**src/rtl/jhs_pkg.sv**
```systemverilog
`default_nettype none
// ----------------------------------------------------------------------------
// jhs_pkg
// Shared widths, register map, window cell and result queue types for the
// five-point stencil sweep.
// ----------------------------------------------------------------------------
package jhs_pkg;

    localparam int MAX_WIDTH  = 1024;
    localparam int MAX_HEIGHT = 1024;
    localparam int TEMP_W     = 16;
    localparam int COL_W      = $clog2(MAX_WIDTH);
    localparam int ROW_W      = $clog2(MAX_HEIGHT);
    localparam int DIM_W      = 11;
    localparam int SUM_W      = TEMP_W + 2;
    localparam int ADDR_W     = 3;
    localparam int DATA_W     = 32;

    localparam logic [DIM_W-1:0] DIM_RESET = DIM_W'(1000);
    localparam logic [DIM_W-1:0] DIM_MIN   = DIM_W'(3);

    localparam logic REG_GRID_WIDTH  = 1'b0;
    localparam logic REG_GRID_HEIGHT = 1'b1;

    typedef struct packed {
        logic [TEMP_W-1:0] older;
        logic [TEMP_W-1:0] newer;
    } t_cell;

    typedef struct packed {
        logic [TEMP_W-1:0] val0;
        logic [TEMP_W-1:0] val1;
        logic [ROW_W-1:0]  row;
        logic [COL_W-1:0]  col;
        logic              two;
        logic              done;
    } t_entry;

    // last usable index of a dimension, saturated to MIN..hi
    function automatic logic [COL_W-1:0] last_index(input logic [DIM_W-1:0] v,
                                                    input logic [DIM_W-1:0] hi);
        logic [DIM_W-1:0] c;
        begin
            if (v < DIM_MIN) begin
                c = DIM_MIN;
            end else if (v > hi) begin
                c = hi;
            end else begin
                c = v;
            end
            last_index = COL_W'(c - DIM_W'(1));
        end
    endfunction

endpackage
`default_nettype wire

```
**src/rtl/jhs_outq.sv**
```systemverilog
`default_nettype none
// ----------------------------------------------------------------------------
// jhs_outq
// Two-entry result queue; each entry carries one or two result beats and
// is split into beats at the head.
// ----------------------------------------------------------------------------
module jhs_outq (
    input  wire logic                            i_clk,
    input  wire logic                            i_rst_n,
    input  wire logic                            i_push,
    input  wire jhs_pkg::t_entry                 i_entry,
    output logic                                 o_full,
    output logic                                 o_res_valid,
    input  wire logic                            i_res_ready,
    output logic [jhs_pkg::TEMP_W-1:0]           o_new_temp,
    output logic [jhs_pkg::ROW_W-1:0]            o_out_row,
    output logic [jhs_pkg::COL_W-1:0]            o_out_col,
    output logic                                 o_run_last,
    output logic                                 o_sweep_done
);

    jhs_pkg::t_entry r_q [2];
    jhs_pkg::t_entry head;
    logic            r_wp, n_wp;
    logic            r_rp, n_rp;
    logic [1:0]      r_cnt, n_cnt;
    logic            r_sub, n_sub;
    logic            pop;
    logic            last_beat;
    logic            retire;

    always_comb begin
        head      = r_q[r_rp];
        pop       = o_res_valid && i_res_ready;
        last_beat = !head.two || r_sub;
        retire    = pop && last_beat;
        n_sub     = r_sub;
        if (pop) begin
            n_sub = !last_beat;
        end
        n_wp  = i_push ? !r_wp : r_wp;
        n_rp  = retire ? !r_rp : r_rp;
        n_cnt = r_cnt + 2'(i_push) - 2'(retire);
    end

    always_ff @(posedge i_clk) begin
        if (!i_rst_n) begin
            r_wp  <= 1'b0;
            r_rp  <= 1'b0;
            r_cnt <= 2'd0;
            r_sub <= 1'b0;
        end else begin
            r_wp  <= n_wp;
            r_rp  <= n_rp;
            r_cnt <= n_cnt;
            r_sub <= n_sub;
        end
    end

    always_ff @(posedge i_clk) begin
        if (i_push) begin
            r_q[r_wp] <= i_entry;
        end
    end

    assign o_full       = (r_cnt == 2'd2);
    assign o_res_valid  = (r_cnt != 2'd0);
    assign o_new_temp   = r_sub ? head.val1 : head.val0;
    assign o_out_row    = head.row + jhs_pkg::ROW_W'(r_sub);
    assign o_out_col    = head.col;
    assign o_run_last   = last_beat;
    assign o_sweep_done = r_sub && head.done;

endmodule
`default_nettype wire
```
**config.mk**
```make
export PLATFORM = sky130hd
export DESIGN_NAME = jhs_outq
export DESIGN_NICKNAME = d
export VERILOG_FILES = /design/src/rtl/jhs_pkg.sv /design/src/rtl/jhs_outq.sv
export SDC_FILE = /design/constraint.sdc
export NUM_CORES = 1
export LEC_CHECK = 0
export BUFFER_PORTS_ARGS = -buffer_cell sky130_fd_sc_hd__buf_2
export CAP_MARGIN = 20
export CORE_ASPECT_RATIO = 1.2
export CORE_MARGIN = 8
export CORE_UTILIZATION = 45
export CTS_BUF_LIST = sky130_fd_sc_hd__clkbuf_4 sky130_fd_sc_hd__clkbuf_8
export DETAILED_ROUTE_END_ITERATION = 7
export PLACE_DENSITY_LB_ADDON = 0.15
export SLEW_MARGIN = 20
export SYNTH_ARGS = -nofsm -noshare
export SYNTH_HDL_FRONTEND = slang
export SYNTH_SLANG_ARGS = --single-unit
export TNS_END_PERCENT = 100
```
**constraint.sdc**
```tcl
create_clock -name i_clk -period 4.1 [get_ports i_clk]
set_input_delay 0.205 -clock i_clk [delete_from_list [all_inputs] [get_ports i_clk]]
set_output_delay 0.205 -clock i_clk [all_outputs]
set_load 0.01 [all_outputs]
```
* Yosys cells after proc, flatten, opt, wreduce, memory -nomap -nowiden *
Memory sizes are Yosys's and may differ from the RTL's. A register that Yosys moved wholly into a read port is not among the register bits.
Cells that the tools add are included.

storage, ports and cells
  flip-flop bits (word level) = 5
  memory bits (writable) = 108
  input port bits = 58
  memories = 1

memory list
  name  words  width  read ports  clocked after Yosys merged registers in  write ports  RTL line        source
  r_q   2      54     1           1                                        1            jhs_outq.sv:22  jhs_pkg::t_entry r_q [2];

cells by class
  add/sub/neg operators = 3
  eq/ne operators = 1
  mux-type cells = 5
  reduce and logical (&&, ||, !) cells = 9

operators by type and width
  operator                                     number
  2-to-1 mux 16 bit                            1
  adder 10 x 1 -> 10 bit                       1
  logical NOT 1 bit                            4
  2-to-1 mux 1 bit                             4
  logical AND 1 bit                            3
  adder 2 x 1 -> 2 bit                         1
  equality test 2 bit (second input constant)  1
  nonzero test 2 bit                           1
  subtractor 2 x 1 -> 2 bit                    1
  logical OR 1 bit                             1

* Depth between registers and ports, before layout *
Gate-level depths: netlist of run 1.

  depth in word-level cells = 5
  mapped depth = 10

* Worst setup path before layout of run 1 *
OpenSTA, ideal clock, no wires.

  kind = register -> register
  start point = register r_wp
  end point = memory r_q[0][0] (netlist name), enable pin
  library setup time = 0.473 ns
  data arrival time = 2.737 ns
  data required time = 3.627 ns
  path slack = 0.890 ns
  stages on the path, launching flop included = 2
  buffers on the path = 0
  clock period less this slack = 3.210 ns
  cells stage by stage = dfxtp_1 -> nor2b_1

RTL lines
  what                    RTL line        source
  start, declared         jhs_outq.sv:24  logic r_wp, n_wp;
  start signal, assigned  jhs_outq.sv:53  r_wp <= n_wp;
  end, declared           jhs_outq.sv:22

No word-level cell before the write port.

==> results of run 1 <==
layout make-up:
class / count / area [µm²]
clock buffers: 26 / 320
clock inverters: 6 / 78.8
fillers: 743 / 3590
inverters: 3 / 11.3
multi-input cells: 92 / 985
flip-flops and latches: 114 / 3360
well taps: 123 / 154
repair buffers: 155 / 1060
synthesized netlist by cell type (4+ instances only):
master	instances	area, µm²
nor2b_1	5	31.3
nand2_1	6	22.5
mux2i_1	7	70.1
edfxtp_1	108	3240
mux4_1	6	158
dfxtp_1	6	120
ha_1	4	50.1
mux2_2	14	158
nand4_1	4	25.0
o21ai_0	4	20.0
mux4_2	10	225
xnor2_1	6	52.6
flip-flops by register name, indices dropped and copies added (netlist names), named ones only:
signal,cells
r_sub,1
r_rp,1
r_wp,1
r_cnt,2
r_q,108
power by group:
part | switching, mW | total, mW | leakage (nW) | internal [mW]
Combinational | 0.232 | 0.490 | 0.949 | 0.258
Clock | 0.403 | 1.03 | 0.213 | 0.624
Sequential | 0.0470 | 1.40 | 1.06 | 1.35
Total | 0.682 | 2.92 | 2.23 | 2.24
stage by stage:
step / util / hold slack, ps / setup slack (ps) / instances
after floorplan: - / 304 / 890 / 216
after global placement: 0.526 / 393 / 1610 / 433
after detailed placement: 0.526 / 396 / 1540 / 433
after CTS: 0.624 / 29.8 / 1050 / 519
after global routing: 0.624 / 25.3 / 864 / 519
final: 0.624 / 59.3 / 1120 / 519
layer usage:
metal / vias up / wire, µm / part of all wire / GRT usage
li1: 1206 / - / - / -
met5: - / 0 / 0 / 0
met1: 1210 / 3450 / 0.40 / 0.140
met2: 71 / 4570 / 0.53 / 0.227
met4: 0 / 27 / 0.0032 / 0.0573
met3: 5 / 501 / 0.059 / 0.0642
worst max-delay path by stage:
stage,startpoint,slack (ps),end
floorplan,r_wp,890,r_q[0][0]
global placement,flip-flop,1610,o_out_row[6]
detailed placement,flip-flop,1540,o_out_row[6]
CTS,flip-flop,1050,o_out_row[6]
global route,flip-flop,860,o_out_row[6]
finish,flip-flop,1120,o_out_row[6]
cell families (layout without fill, tap and decap cells):
kind of cell    Yosys count  after routing
compound gates           11             11
simple gates             31             31
flops                   114            114
xor+xnor                  9              9
mux                      37             37
fa+ha+maj                 4              4
buf+inv                  10            190
worst register-to-register path, stage by stage (launching register included):
cell and delay, ps:
dfxtp_2 800, mux2i_1 200, nor2_1 260, nor2_1 100, ha_1 290, inv_1 30
ha_1 180, xnor2_1 190, xnor2_1 90, and2_1 150
==> out/results.ini, run 1 <==
[timing]
setup_viol=0
relSlewSlack=0.472
min_period_over_period=0.727
tns_ps=0
final_max_slew_viol_count=0
rsz0062_at_grt=no
fin_skew_ps=9.76
finalCriticalPeriod_ps=2980
fmax_ghz=0.336
hold_violations=0
tightest_slew_ps=792

[finish]
final_net_count=445
layout_common_cells=edfxtp_1 (108), buf_2 (97), dlygate4sd3_1 (54)
diodes=0
synthToLayoutAreaGrowth_pct=34.6
final_area_um2=5970
layout_commonest_cell=edfxtp_1
drive_gt1_frac=0.404

[global_route]
gr-total-overflow=0
antenna_found_initial=0
grt_usage=0.135
grt_max_degree=34
grt_pass1_wl_um=13700
grt_pass1_vias=2893

[placed_design]
place_area_um2=5030
gp_congestion=0.684
hpwl_um=5510
port_buffers=97

[setup_path]
crit_required_ps=3890
crit_buf_inv=1
slowest_delay_ps=800
rrSetupSlack_ps=1710
cp_num_cells=8
crit_family=flip-flops
path_class=flip-flop to output port
crit_chain=mux2_2, ha_1, ha_1, nand4_1, a21oi_1, nand2_1, xor2_1, buf_2
endpoint_kind=output port
crit_slowest_cell=dfxtp_2
worstPathArrival_ps=2770
r2r_end=r_cnt[1]
crit_top_cell=ha_1
worstRegToRegCells=9
crit_path_max_fanout=33
worstSetupStartpointType=flip-flop

[pwr]
power_mw=2.92
leakagePower_nw=2.23
p_per_area_nw_per_um2=489
max-vdd-ir-drop_v=0.000302

[clock_tree]
cts_tree=built
insertion_delay_ps=420
cts_buffers=17
htreeDepth=4
clkSlewWorstSetupHoldPaths_ps=60
root_buffer=clkbuf_8
cts-hold-fix-buffers=54
numClockSinks=114
cts_setup_buffers=0
cts_buffer_depth=2
post_cts_resize_count=0

[min_path]
holdPathStages=2
worst_hold_path.endpoint=r_wp
hold_class=input port to flip-flop
worstHoldStart=i_rst_n

[yosys]
async_flop_share=0
synth-edff-count=108
synth_warnings=0
synth.area.mux_share=0.138
synth_top_family_by_area=multiplexers
syn_area_um2=4440
synth_ff_type=edfxtp_1
syn_area_per_cell_um2=20.5
ys_types=32
synth-simple-area-share=0.0386
syn_nets=278
ys_ff_latch=114
synth_fa_ha_area_frac=0.0113
synth_compound_area_frac=0.0147
synth-xor-area-share=0.0178
synthCells=216
ys_seq_area_frac=0.758

[routing]
first_iter_violations=132
num_vias=2492
routedWlPerCell_um=16.5
ant_nets=0
wl_um=8550
vias_per_cell=4.80
drcViolationCount=0
dr.pass1.iters=4

[floorplan]
coreArea_um2=9560
initial_core_util=0.464
die_area_um2=13300
die_h_um=125
die_w_um=107
fp-row-count=39
io_pins=98

[outcome]
outcome=finished clean

[job]
drv_cap=0

(Power assumes the default switching activity.)
==> run 2, diff against run 1 <==
- ABC_AREA: not set -> 1
- clock period: 4.1 -> 2.6 ns (I/O delays scaled with it)
==> run 2 against run 1 <==
Power increased by 59%; highest routed layer unchanged; via count increased by 24%; combinational power increased by 110%; final cell count increased by 24%; global-route usage increased by 1.5 points; critical path type unchanged; cell area increased by 0.23%; synthesized area increased by 0.14%; critical path depth increased by 1; sequential power increased by 55%; clock-buffer cell count decreased by 2; sequential share of layout area decreased by 0.13 points; die area increased by 0.13%.
==> out/results.ini, run 2 <==
[job]
drv_cap=0

[clock_tree]
root_buffer=clkbuf_8
post_cts_resize_count=0
clkSlewWorstSetupHoldPaths_ps=60
numClockSinks=114
insertion_delay_ps=420
cts_tree=built
htreeDepth=4
cts_setup_buffers=0
cts_buffers=17
cts-hold-fix-buffers=56
cts_buffer_depth=2

[setup_path]
crit_required_ps=2470
endpoint_kind=output port
path_class=flip-flop to output port
crit_chain=buf_4, nand2_1, nand2_1, ha_1, ha_1, nand3_1, o21ai_0, nand2_1, buf_2
crit_buf_inv=2
worstPathArrival_ps=2180
slowest_delay_ps=370
crit_top_cell=nand2_1
crit_slowest_cell=dfxtp_2
crit_family=buffers and inverters
crit_path_max_fanout=26
worstSetupStartpointType=flip-flop

[timing]
whs_ps=143
final_max_slew_viol_count=0
tightest_slew_ps=622
hold_violations=0
min_period_over_period=0.889
relSlewSlack=0.585
finalCriticalPeriod_ps=2310
tns_ps=0
fin_skew_ps=5.74
rsz0062_at_grt=no
setup_viol=0
fmax_ghz=0.433

[yosys]
yosys.area.top_type=edfxtp_1
ys_seq_area_frac=0.757
syn_area_per_cell_um2=12.9
syn_area_um2=4440
ys_ff_latch=114
async_flop_share=0
synthTopCellsByCount=edfxtp_1 (108), nand2_1 (82), nor2_1 (46)
synth.most_common_cell=edfxtp_1
synth-edff-count=108
syn_nets=405
synth_top_area_share=0.730
synth_warnings=0
ys_types=24
synth_ff_type=edfxtp_1
synthCells=343
synth_area_leaders=edfxtp_1 (73%), nand2_1 (6.9%), o21ai_0 (4.2%)

[finish]
postLayoutCoreUtil=0.626
largest_reg_flops=108
synthToLayoutAreaGrowth_pct=34.7
reg_top3=r_q x108, r_cnt x2
layout_commonest_cell=edfxtp_1
diodes=0
layout_common_cells=edfxtp_1 (108), buf_2 (97), nand2_1 (82)
top_register=r_q
drive_gt1_frac=0.273
final_net_count=569

[routing]
first_iter_violations=184
routedWlPerCell_um=14.9
vias_per_cell=4.80
num_vias=3085
dr.pass1.iters=4
wl_um=9590
drcViolationCount=0
ant_nets=0

[global_route]
grt_pass1_vias=3263
gr-total-overflow=0
grt_pass1_wl_um=15300
antenna_found_initial=0
grt_max_degree=55
grt_usage=0.150

[floorplan]
die_w_um=107
io_pins=98
fp-row-count=39
die_h_um=125
coreArea_um2=9560
initial_core_util=0.464
die_area_um2=13300

[placed_design]
gp_congestion=0.732
port_buffers=97
hpwl_um=5930

[pwr]
leakagePower_nw=2.44
max-vdd-ir-drop_v=0.000460
p_per_area_nw_per_um2=775

[min_path]
hold_class=input port to flip-flop

[outcome]
outcome=finished clean

-- run 2: cell count changes in the layout (fill, tap and decap cells not counted), moves of 4 or more --
cell	previous run	this run
nand2_1	6	82
mux2i_1	7	0
o21ai_0	4	37
nor2_1	3	45
nand4_1	4	0
mux4_2	10	0
o22ai_1	0	16
mux4_1	6	0
mux2_2	14	0
inv_1	3	10
nor2b_1	4	0
-- run 2: metrics by stage --
step	power [mW]	std cells	area [µm²]	worst slack, ps
after floorplan	2.81	343	4440	441
after global placement	3.18	555	5070	713
after detailed placement	3.20	555	5070	640
after CTS	4.71	643	5980	232
after global routing	4.89	643	5980	72.5
final	4.64	643	5980	289
-- run 2: routing by layer --
layer | wire length [µm] | up-vias | GRT usage
li1 | - | 1536 | -
met1 | 3740 | 1455 | 0.152
met2 | 5130 | 76 | 0.266
met3 | 515 | 18 | 0.0502
met4 | 200 | 0 | 0.0714
met5 | 0 | - | 0
-- run 2: final timing paths --
check	cells past startpoint	from	slack, ps	end
min reg2reg	2	r_rp	520	r_rp
min	4	i_res_ready	140	r_sub
max reg2reg	12	flip-flop	660	r_cnt[1]
max	9	flip-flop	290	o_out_row[6]
-- run 2: kinds of logic (layout without fill, tap and decap cells) --
family                   after synthesis  after routing  synth area share
buffers and inverters                 26            203            0.0307
adder cells (fa/ha/maj)                4              4            0.0113
XOR/XNOR                               4              4           0.00789
AND/OR/NAND/NOR                      139            139             0.124
flip-flops                           114            114             0.757
AO/OA/AOI/OAI                         56             56            0.0690
-- run 2: final cells by class --
| class | count | area (µm²) |
|---|---|---|
| clock inverters | 8 | 62.6 |
| clock buffers | 24 | 287 |
| well taps | 123 | 154 |
| multi-input cells | 203 | 950 |
| fillers | 797 | 3580 |
| inverters | 12 | 50.0 |
| repair buffers | 159 | 1120 |
| flip-flops and latches | 114 | 3360 |
-- run 2: worst min-delay path, stage by stage --
cell and delay, ps:
buf_2 70, o21a_1 130, o21ai_0 70, nor2_1 110
-- run 2: report_power, final --
| part | switching, mW | internal (mW) |
|---|---|---|
| Combinational | 0.623 | 0.404 |
| Sequential | 0.0367 | 2.14 |
| Clock | 0.626 | 0.811 |
