### src/rtl/jhs_pkg.sv
`default_nettype none
// ----------------------------------------------------------------------------
// jhs_pkg
// Shared widths, register map, window cell and result queue types for the
// five-point stencil sweep.
// ----------------------------------------------------------------------------
package jhs_pkg;

    localparam int MAX_WIDTH  = 1024;
    localparam int MAX_HEIGHT = 1024;
    localparam int TEMP_W     = 16;
    localparam int COL_W      = $clog2(MAX_WIDTH);
    localparam int ROW_W      = $clog2(MAX_HEIGHT);
    localparam int DIM_W      = 11;
    localparam int SUM_W      = TEMP_W + 2;
    localparam int ADDR_W     = 3;
    localparam int DATA_W     = 32;

    localparam logic [DIM_W-1:0] DIM_RESET = DIM_W'(1000);
    localparam logic [DIM_W-1:0] DIM_MIN   = DIM_W'(3);

    localparam logic REG_GRID_WIDTH  = 1'b0;
    localparam logic REG_GRID_HEIGHT = 1'b1;

    typedef struct packed {
        logic [TEMP_W-1:0] older;
        logic [TEMP_W-1:0] newer;
    } t_cell;

    typedef struct packed {
        logic [TEMP_W-1:0] val0;
        logic [TEMP_W-1:0] val1;
        logic [ROW_W-1:0]  row;
        logic [COL_W-1:0]  col;
        logic              two;
        logic              done;
    } t_entry;

    // last usable index of a dimension, saturated to MIN..hi
    function automatic logic [COL_W-1:0] last_index(input logic [DIM_W-1:0] v,
                                                    input logic [DIM_W-1:0] hi);
        logic [DIM_W-1:0] c;
        begin
            if (v < DIM_MIN) begin
                c = DIM_MIN;
            end else if (v > hi) begin
                c = hi;
            end else begin
                c = v;
            end
            last_index = COL_W'(c - DIM_W'(1));
        end
    endfunction

endpackage
`default_nettype wire

### src/rtl/jhs_cell.sv
`default_nettype none
// ----------------------------------------------------------------------------
// jhs_cell
// One column of the stencil window: holds the two stored rows of a column
// and hands them to the next cell on every accepted beat.
// ----------------------------------------------------------------------------
module jhs_cell (
    input  wire logic          i_clk,
    input  wire logic          i_en,
    input  wire jhs_pkg::t_cell i_d,
    output jhs_pkg::t_cell     o_q
);

    jhs_pkg::t_cell r_q;

    always_ff @(posedge i_clk) begin
        if (i_en) begin
            r_q <= i_d;
        end
    end

    assign o_q = r_q;

endmodule
`default_nettype wire

### config.mk
export PLATFORM = sky130hd
export DESIGN_NAME = jhs_cell
export DESIGN_NICKNAME = d
export VERILOG_FILES = /design/src/rtl/jhs_pkg.sv /design/src/rtl/jhs_cell.sv
export SDC_FILE = /design/constraint.sdc
export NUM_CORES = 1
export LEC_CHECK = 0
export ABC_AREA = 1
export BUFFER_PORTS_ARGS = -buffer_cell sky130_fd_sc_hd__clkbuf_2
export CORE_MARGIN = 2
export CORE_UTILIZATION = 43
export CTS_BUF_LIST = sky130_fd_sc_hd__clkbuf_2
export DETAILED_ROUTE_END_ITERATION = 16
export HOLD_SLACK_MARGIN = 0.12
export PLACE_DENSITY = 0.83
export SLEW_MARGIN = 40
export SYNTH_ARGS = -nofsm -noshare
export SYNTH_HDL_FRONTEND = slang
export SYNTH_SLANG_ARGS = --single-unit
### constraint.sdc
create_clock -name i_clk -period 0.8 [get_ports i_clk]
set_input_delay 0 -clock i_clk [delete_from_list [all_inputs] [get_ports i_clk]]
set_output_delay 0 -clock i_clk [all_outputs]
set_load 0.02 [all_outputs]
### Word-level counts from Yosys, hierarchy flattened

Index checks and enable logic that the tools add are counted.

| storage, ports and cells | value |
|---|---|
| memories | 0 |
| memory bits (read-only) | 0 |
| register bits | 32 |
| latch bits | 0 |
| word-level logic and storage cells | 2 |
| input bits | 34 |
| RAM bits | 0 |
| output and inout port bits | 32 |

| operators by class | value |
|---|---|
| shifts and indexed selects | 0 |
| equal/unequal tests | 0 |
| order comparisons | 0 |
| multipliers | 0 |
| reduce and logical (&&, ||, !) cells | 0 |
| bitwise logic cells | 0 |
| mux-type cells | 0 |
| add/subtract/negate cells | 0 |
| div/mod/pow operators | 0 |

### Logic depth before layout (Yosys ltp)

Gate-level depths: netlist of the first run.

| logic depth | value |
|---|---|
| depth in word-level cells | 0 |
| depth in mapped cells | 0 |
| mapped depth without buffers | 0 |

### Worst setup path after synthesis of the first run

No wires, ideal clock.

| timing path | value |
|---|---|
| path kind | register to output |
| start | register r_q, in the netlist o_q[0] |
| end | output o_q[0] (netlist bit) |
| stages on the path, launching flop included | 1 |
| path buffers | 0 |
| data arrival time | 449 ps |
| setup slack | 351 ps |
| data required time | 800 ps |
| cell sequence | edfxtp_1 |

RTL lines:

| element | line | RTL |
|---|---|---|
| from (decl) | jhs_cell.sv:14 | `jhs_pkg::t_cell r_q;` |
| from (signal assigned) | jhs_cell.sv:18 | `r_q <= i_d;` |
| to (decl) | jhs_cell.sv:11 | `output jhs_pkg::t_cell o_q` |

No word-level cell between the ends.

### Final worst setup path of the first run

| timing path | value |
|---|---|
| start | register r_q, in the netlist o_q[14] |
| end | output o_q[14] (netlist bit) |

No word-level cell between the ends.

==> Flow_metrics.wiki, run 1 <==
{| class="wikitable"
! Metric !! Value
|-
| DRC errors left || 0
|-
| Number of buffers added for setup after CTS || 0
|-
| Worst setup path startpoint || o_q[14]
|-
| Combined buffer and inverter count along the critical path || 1
|-
| Total clock buffers created by CTS || 5
|-
| Fraction of power consumed by the clock network || 20.1%
|-
| Final critical path time including I/O delays and setup || between 900 and 1000 ps
|-
| Worst setup slack after layout || -152.8 ps
|-
| Worst EP arrival || around 950 ps
|-
| Post-synthesis instance area || roughly 960 um2
|-
| End of the worst hold path || o_q[14]
|-
| Cell family with most CP delay || flip-flops
|-
| Multi-input comb cells || 0
|-
| Part of the power in registers || roughly 60%
|-
| IO buf count || between 60 and 70
|-
| Maximum buffer depth of the clock tree || 2
|-
| Final #Nets || between 150 and 200
|-
| Worst min-delay path category || in -> reg
|-
| Overall overflow remaining after global route || 0
|-
| Net count after synthesis || 66
|-
| Vertical extent of the die || just over 50 um
|-
| Stage delay of the slowest cell on the critical path || ~420 ps
|-
| DRT iter0 DRCs || 9
|-
| Leakage power || roughly 0.00081 uW
|-
| Violated checks || setup timing
|-
| Number of flip-flops in the largest register || 32
|-
| Synthesis-stage register bit count || 32
|-
| Post-route fraction of the period consumed by the critical path || 119.1%
|-
| Via count normalized by instance count || between 4 and 5
|-
| Power density relative to cell area || ~1800 mW/mm2
|-
| Max Clock Freq || 1.050 GHz
|-
| Final weighted congestion in routability-driven placement || about 0.6
|-
| Combined global-route utilization of all metal layers || approximately a fifth
|-
| YS warnings || 0
|-
| Iteration count of the initial detailed-routing pass || 4
|-
| Starting utilization of the core area || between 40 and 50%
|-
| CP endpoint kind || output port
|-
| Pin count of the biggest net entering global routing || 18
|-
| Area of the multi-input gates || 0 um2
|-
| Number of diodes || 0
|-
| Antenna Violating Nets Remaining || 0
|-
| Most frequent standard cell in the layout excluding fill and tap cells || sky130_fd_sc_hd__clkbuf_2
|-
| Data required time at the worst endpoint || roughly 800 ps
|-
| Via count of the first global-routing pass || 760
|-
| Largest vdd supply drop || 1882 uV
|-
| Final Routed Wirelength || around 2700 um
|-
| Clock-pin slew on the worst setup and hold paths || about 160 ps
|-
| Internal power component || about 2600 uW
|-
| Post-detailed-route wirelength per cell || 16.07 um
|-
| Sw Ratio || around a quarter
|-
| Placed Cells || about 130
|-
| Combinational Power Share || around 20%
|-
| Post-route setup TNS || -3447 ps
|-
| Full die area || roughly 0.0026 mm2
|-
| Cells traversed along the worst timing path || buf_2
|-
| Most frequent cells in the layout || sky130_fd_sc_hd__clkbuf_2 (38), sky130_fd_sc_hd__dlygate4sd3_1 (33), sky130_fd_sc_hd__edfxtp_1 (32), sky130_fd_sc_hd__buf_6 (26), sky130_fd_sc_hd__buf_2 (6)
|-
| CTS sink cnt || 32
|-
| Signed area change from the synthesized netlist to the final layout || 96.35%
|-
| Post-Synthesis Cells || 32
|-
| # H-tree levels || 2
|-
| Reported max-cap violation count || 0
|-
| Number of antenna violations at the first check in global routing || 0
|-
| Slowest cell on crit path || sky130_fd_sc_hd__edfxtp_1
|-
| Sequential cell area fraction in the yosys report || 100.0%
|-
| Root buffer selected by CTS || sky130_fd_sc_hd__clkbuf_2
|-
| Number of cells on the worst hold path || 2
|-
| Total vias in the final route || around 760
|-
| Count of final max-slew check failures || 0
|-
| IO Count || 66
|-
| Number of standard-cell rows in the floorplan || 17
|-
| Status || complete, but fails checks
|-
| Min-delay src || i_d[14]
|-
| Setup crit start kind || flip-flop
|-
| Share of final-layout standard cells stronger than drive strength 1 || 51.80%
|-
| Final Hold Fails || 0
|-
| Global-route wire length before repair || ~3500 um
|-
| Filler Cells Inserted || between 100 and 150
|-
| Die span in x || approximately 50 um
|-
| Clock tree from TritonCTS || yes
|-
| Post-synth cell types || 1
|-
| Critical path start-end classification || reg -> out
|-
| Post-layout instance count excluding filler cells || between 150 and 200
|-
| Worst Tran Pin Value || approximately 160 ps
|-
| Area of the core || around 0.0022 mm2
|-
| Mean post-synth cell area || between 30 and 40 um2
|-
| Worst Path Max Fanout || 1
|-
| Worst slew slack as a fraction of its limit || 89.34%
|-
| Switching component of the power || approximately 870 uW
|-
| Unrepaired setup endpoints after global routing || yes
|-
| Number of setup violations in the final report || 32
|}
[synthesized netlist by cell type]
cell type / number / area [um2]
sky130_fd_sc_hd__edfxtp_1: 32 / 960.9
[logic make-up (layout without fill, tap and decap cells)]
| group | count (synthesis) | count (layout) | synth area share [%] |
|---|---|---|---|
| buffers and inverters | 0 | 107 | 0 |
| flip-flops | 32 | 32 | 100.0 |
[timing repair]
| item | CTS | global route |
|---|---|---|
| hold endpoints to repair | 64 | 0 |
| hold buffers | 33 | 0 |
| setup endpoints to repair | 32 | 32 |
| pin swaps | 0 | 0 |
| resized for setup | 0 | 84 |
[metrics by stage]
stage                     instance area (um2)  setup slack (ps)  util, %  total power (uW)  hold slack, ps
after floorplan                         960.9             350.5        -              2238           98.87
after global placement                   1361             200.9    62.75              2473           176.7
after detailed placement                 1361             191.2    62.75              2487           178.9
after CTS                                1724            -148.4    79.47              3255           334.2
after global routing                     1887            -243.3    86.97              3572           297.5
final                                    1887            -152.8    86.97              3424           343.1
[cell type report]
type	count	area [um2]	share of cell area, %
timing repair buffer	100	858.3	45.49
clock inverter	2	7.507	0.3979
tap	28	35.03	1.857
sequential	32	960.9	50.93
clock buffer	5	25.02	1.326
[power by group through the flow]
stage | combinational (uW) | sequential [uW] | clock, uW
floorplan | 0 | 2240 | 0
global placement | 414 | 2060 | 0
detailed placement | 424 | 2060 | 0
CTS | 550 | 2020 | 680
global route | 712 | 2060 | 797
finish | 684 | 2050 | 689
[worst max-delay path by stage]
| stage | end | depth (start not counted) |
|---|---|---|
| after floorplan | o_q[0] | 0 |
| after global placement | o_q[5] | 2 |
| after detailed placement | o_q[29] | 2 |
| after CTS | o_q[12] | 1 |
| after global routing | o_q[1] | 1 |
| final | o_q[14] | 1 |
[per-layer routing]
layer | GRT usage, % | share of wire, % | vias to the layer above
li1 | - | - | 343
met1 | 18.16 | 35 | 360
met2 | 36.36 | 56 | 48
met3 | 10.53 | 7.6 | 5
met4 | 9.649 | 1.3 | 0
met5 | 0 | 0 | -
Power figures use the tool's default switching activity.
==> inputs of run 2 (changes only) <==
--- a/constraint.sdc
+++ b/constraint.sdc
@@ -3,2 +3,2 @@
 set_output_delay 0 -clock i_clk [all_outputs]
-set_load 0.02 [all_outputs]
+set_load 0.005 [all_outputs]
==> Flow_metrics.wiki, run 2 (same netlist as run 1, synthesis figures left out) <==
{| class="wikitable"
! Metric !! Value
|-
| Combined global-route utilization of all metal layers || 21.41% (was 20.14%)
|-
| Total vias in the final route || 740 (was 756)
|-
| Leakage power || 0.0007700 uW (was 0.0008117 uW)
|-
| # H-tree levels || 2 (unchanged)
|-
| Number of standard-cell rows in the floorplan || 17 (unchanged)
|-
| Status || complete, but fails checks (unchanged)
|-
| Power density relative to cell area || 1828 mW/mm2 (was 1815 mW/mm2)
|-
| Worst slew slack as a fraction of its limit || 90.35% (was 89.34%)
|-
| Vertical extent of the die || 51.27 um (unchanged)
|-
| Share of final-layout standard cells stronger than drive strength 1 || 52.86% (was 51.80%)
|-
| Final Routed Wirelength || 2510 um (was 2683 um)
|-
| Final weighted congestion in routability-driven placement || 0.6122 (was 0.6133)
|-
| Combined buffer and inverter count along the critical path || 1 (unchanged)
|-
| CP endpoint kind || output port (unchanged)
|-
| Most frequent cells in the layout || sky130_fd_sc_hd__clkbuf_2 (70), sky130_fd_sc_hd__dlygate4sd3_1 (33), sky130_fd_sc_hd__edfxtp_1 (32), sky130_fd_sc_hd__buf_2 (2), sky130_fd_sc_hd__buf_12 (2) (was sky130_fd_sc_hd__clkbuf_2 (38), sky130_fd_sc_hd__dlygate4sd3_1 (33), sky130_fd_sc_hd__edfxtp_1 (32), sky130_fd_sc_hd__buf_6 (26), sky130_fd_sc_hd__buf_2 (6))
|-
| Post-detailed-route wirelength per cell || 14.94 um (was 16.07 um)
|-
| Cell family with most CP delay || flip-flops (unchanged)
|-
| Via count of the first global-routing pass || 761 (was 760)
|-
| Number of cells on the critical path || 1 (unchanged)
|-
| Final Hold Fails || 0 (unchanged)
|-
| Worst Tran Pin Value || 144.7 ps (was 159.9 ps)
|-
| Number of antenna violations at the first check in global routing || 0 (unchanged)
|-
| IO buf count || 65 (unchanged)
|-
| DRT iter0 DRCs || 9 (unchanged)
|-
| Number of cells on the worst hold path || 2 (unchanged)
|-
| Iteration count of the initial detailed-routing pass || 4 (unchanged)
|-
| Overall overflow remaining after global route || 0 (unchanged)
|-
| Worst EP arrival || 910 ps (was 950 ps)
|-
| Final design area excluding fillers || 0.001730 mm2 (was 0.001887 mm2)
|-
| Number of diodes || 0 (unchanged)
|-
| Maximum buffer depth of the clock tree || 2 (unchanged)
|-
| Clock tree from TritonCTS || yes (unchanged)
|-
| Multi-input comb cells || 0 (unchanged)
|-
| Die span in x || 51.27 um (unchanged)
|-
| Most frequent standard cell in the layout excluding fill and tap cells || sky130_fd_sc_hd__clkbuf_2 (unchanged)
|-
| Number of flip-flops in the largest register || 32 (unchanged)
|-
| DRC errors left || 0 (unchanged)
|-
| Stage delay of the slowest cell on the critical path || 410 ps (was 420 ps)
|-
| Via count normalized by instance count || 4.405 (was 4.527)
|-
| Slowest cell on crit path || sky130_fd_sc_hd__edfxtp_1 (unchanged)
|-
| Global-route wire length before repair || 3643 um (was 3491 um)
|-
| Pin count of the biggest net entering global routing || 18 (unchanged)
|-
| Largest vdd supply drop || 1581 uV (was 1882 uV)
|-
| Worst min-delay path category || in -> reg (unchanged)
|-
| Number of buffers added for setup after CTS || 0 (unchanged)
|-
| Area of all sequential standard cells || 960.9 um2 (unchanged)
|-
| Signed area change from the synthesized netlist to the final layout || 80.08% (was 96.35%)
|-
| Data required time at the worst endpoint || 800 ps (about the same)
|-
| Area of the multi-input gates || 0 um2 (unchanged)
|-
| Setup crit start kind || flip-flop (unchanged)
|-
| Number of setup violations in the final report || 32 (unchanged)
|-
| Antenna Violating Nets Remaining || 0 (unchanged)
|-
| Count of final max-slew check failures || 0 (unchanged)
|-
| Total Power || 3164 uW (was 3424 uW)
|-
| Full die area || 0.002629 mm2 (unchanged)
|-
| Violated checks || setup timing (unchanged)
|-
| IO Count || 66 (unchanged)
|-
| Max Clock Freq || 1.103 GHz (was 1.050 GHz)
|-
| Cells traversed along the worst timing path || clkbuf_2 (was buf_2)
|-
| Finished Core Util || 79.76% (was 86.97%)
|-
| Final #Nets || 173 (unchanged)
|-
| Post-route fraction of the period consumed by the critical path || 113.3% (was 119.1%)
|-
| Worst setup slack after layout || -106.7 ps (was -152.8 ps)
|-
| Total clock buffers created by CTS || 5 (unchanged)
|-
| Clock-pin slew on the worst setup and hold paths || 140 ps (was 160 ps)
|-
| CTS sink cnt || 32 (unchanged)
|-
| Dpl ws || 193.7 ps (was 191.2 ps)
|-
| Filler Cells Inserted || 123 (was 103)
|-
| Unrepaired setup endpoints after global routing || yes (unchanged)
|-
| Area of the core || 0.002170 mm2 (unchanged)
|-
| Root buffer selected by CTS || sky130_fd_sc_hd__clkbuf_2 (unchanged)
|-
| Instance area at placement || 0.001361 mm2 (unchanged)
|-
| Final critical path time including I/O delays and setup || 906.7 ps (was 952.8 ps)
|-
| Critical path start-end classification || reg -> out (unchanged)
|-
| Reported max-cap violation count || 0 (unchanged)
|-
| Worst Path Max Fanout || 1 (unchanged)
|-
| Starting utilization of the core area || 44.29% (unchanged)
|}
run 2: final timing paths:
kind	from	end	slack, ps
max	o_q[27]	o_q[27]	-110
min	i_d[12]	o_q[12]	340
run 2: final cells by class:
cell class            count  share of cell area, %
Clock inverter            1                 0.2169
Clock buffer              7                  2.025
Sequential cell          32                  55.53
Tap cell                 28                  2.025
Timing Repair Buffer    100                  40.20
run 2: power breakdown:
| group | internal (uW) | total, uW | leakage (uW) | switching [uW] |
|---|---|---|---|---|
| registers | 1990 | 2030 | 0.000313 | 38.1 |
| clock network | 234 | 727 | 0.0000306 | 493 |
| logic | 259 | 410 | 0.000426 | 151 |
run 2: timing repair:
action,4_1_cts,5_1_grt
resized for setup,0,2
hold buffers,33,0
setup endpoints to repair,32,32
hold endpoints to repair,64,0
run 2: per-layer routing:
layer	GRT usage, %	part of all wire, %	vias up
met4	10.09	2.3	0
li1	-	-	342
met1	20.57	34	347
met5	0	0	-
met3	9.942	8.2	8
met2	38.31	56	43
run 2: stage by stage:
| stage | std cells | setup TNS (ps) | hold WS, ps |
|---|---|---|---|
| 2_1_floorplan | 32 | 0 | 98.87 |
| 3_5_place_dp | 127 | 0 | 178.6 |
| 5_1_grt | 168 | -4101 | 317.4 |
| 4_1_cts | 168 | -2396 | 333.7 |
| 3_3_place_gp | 127 | 0 | 176.4 |
| 6_report | 168 | -2320 | 338.0 |
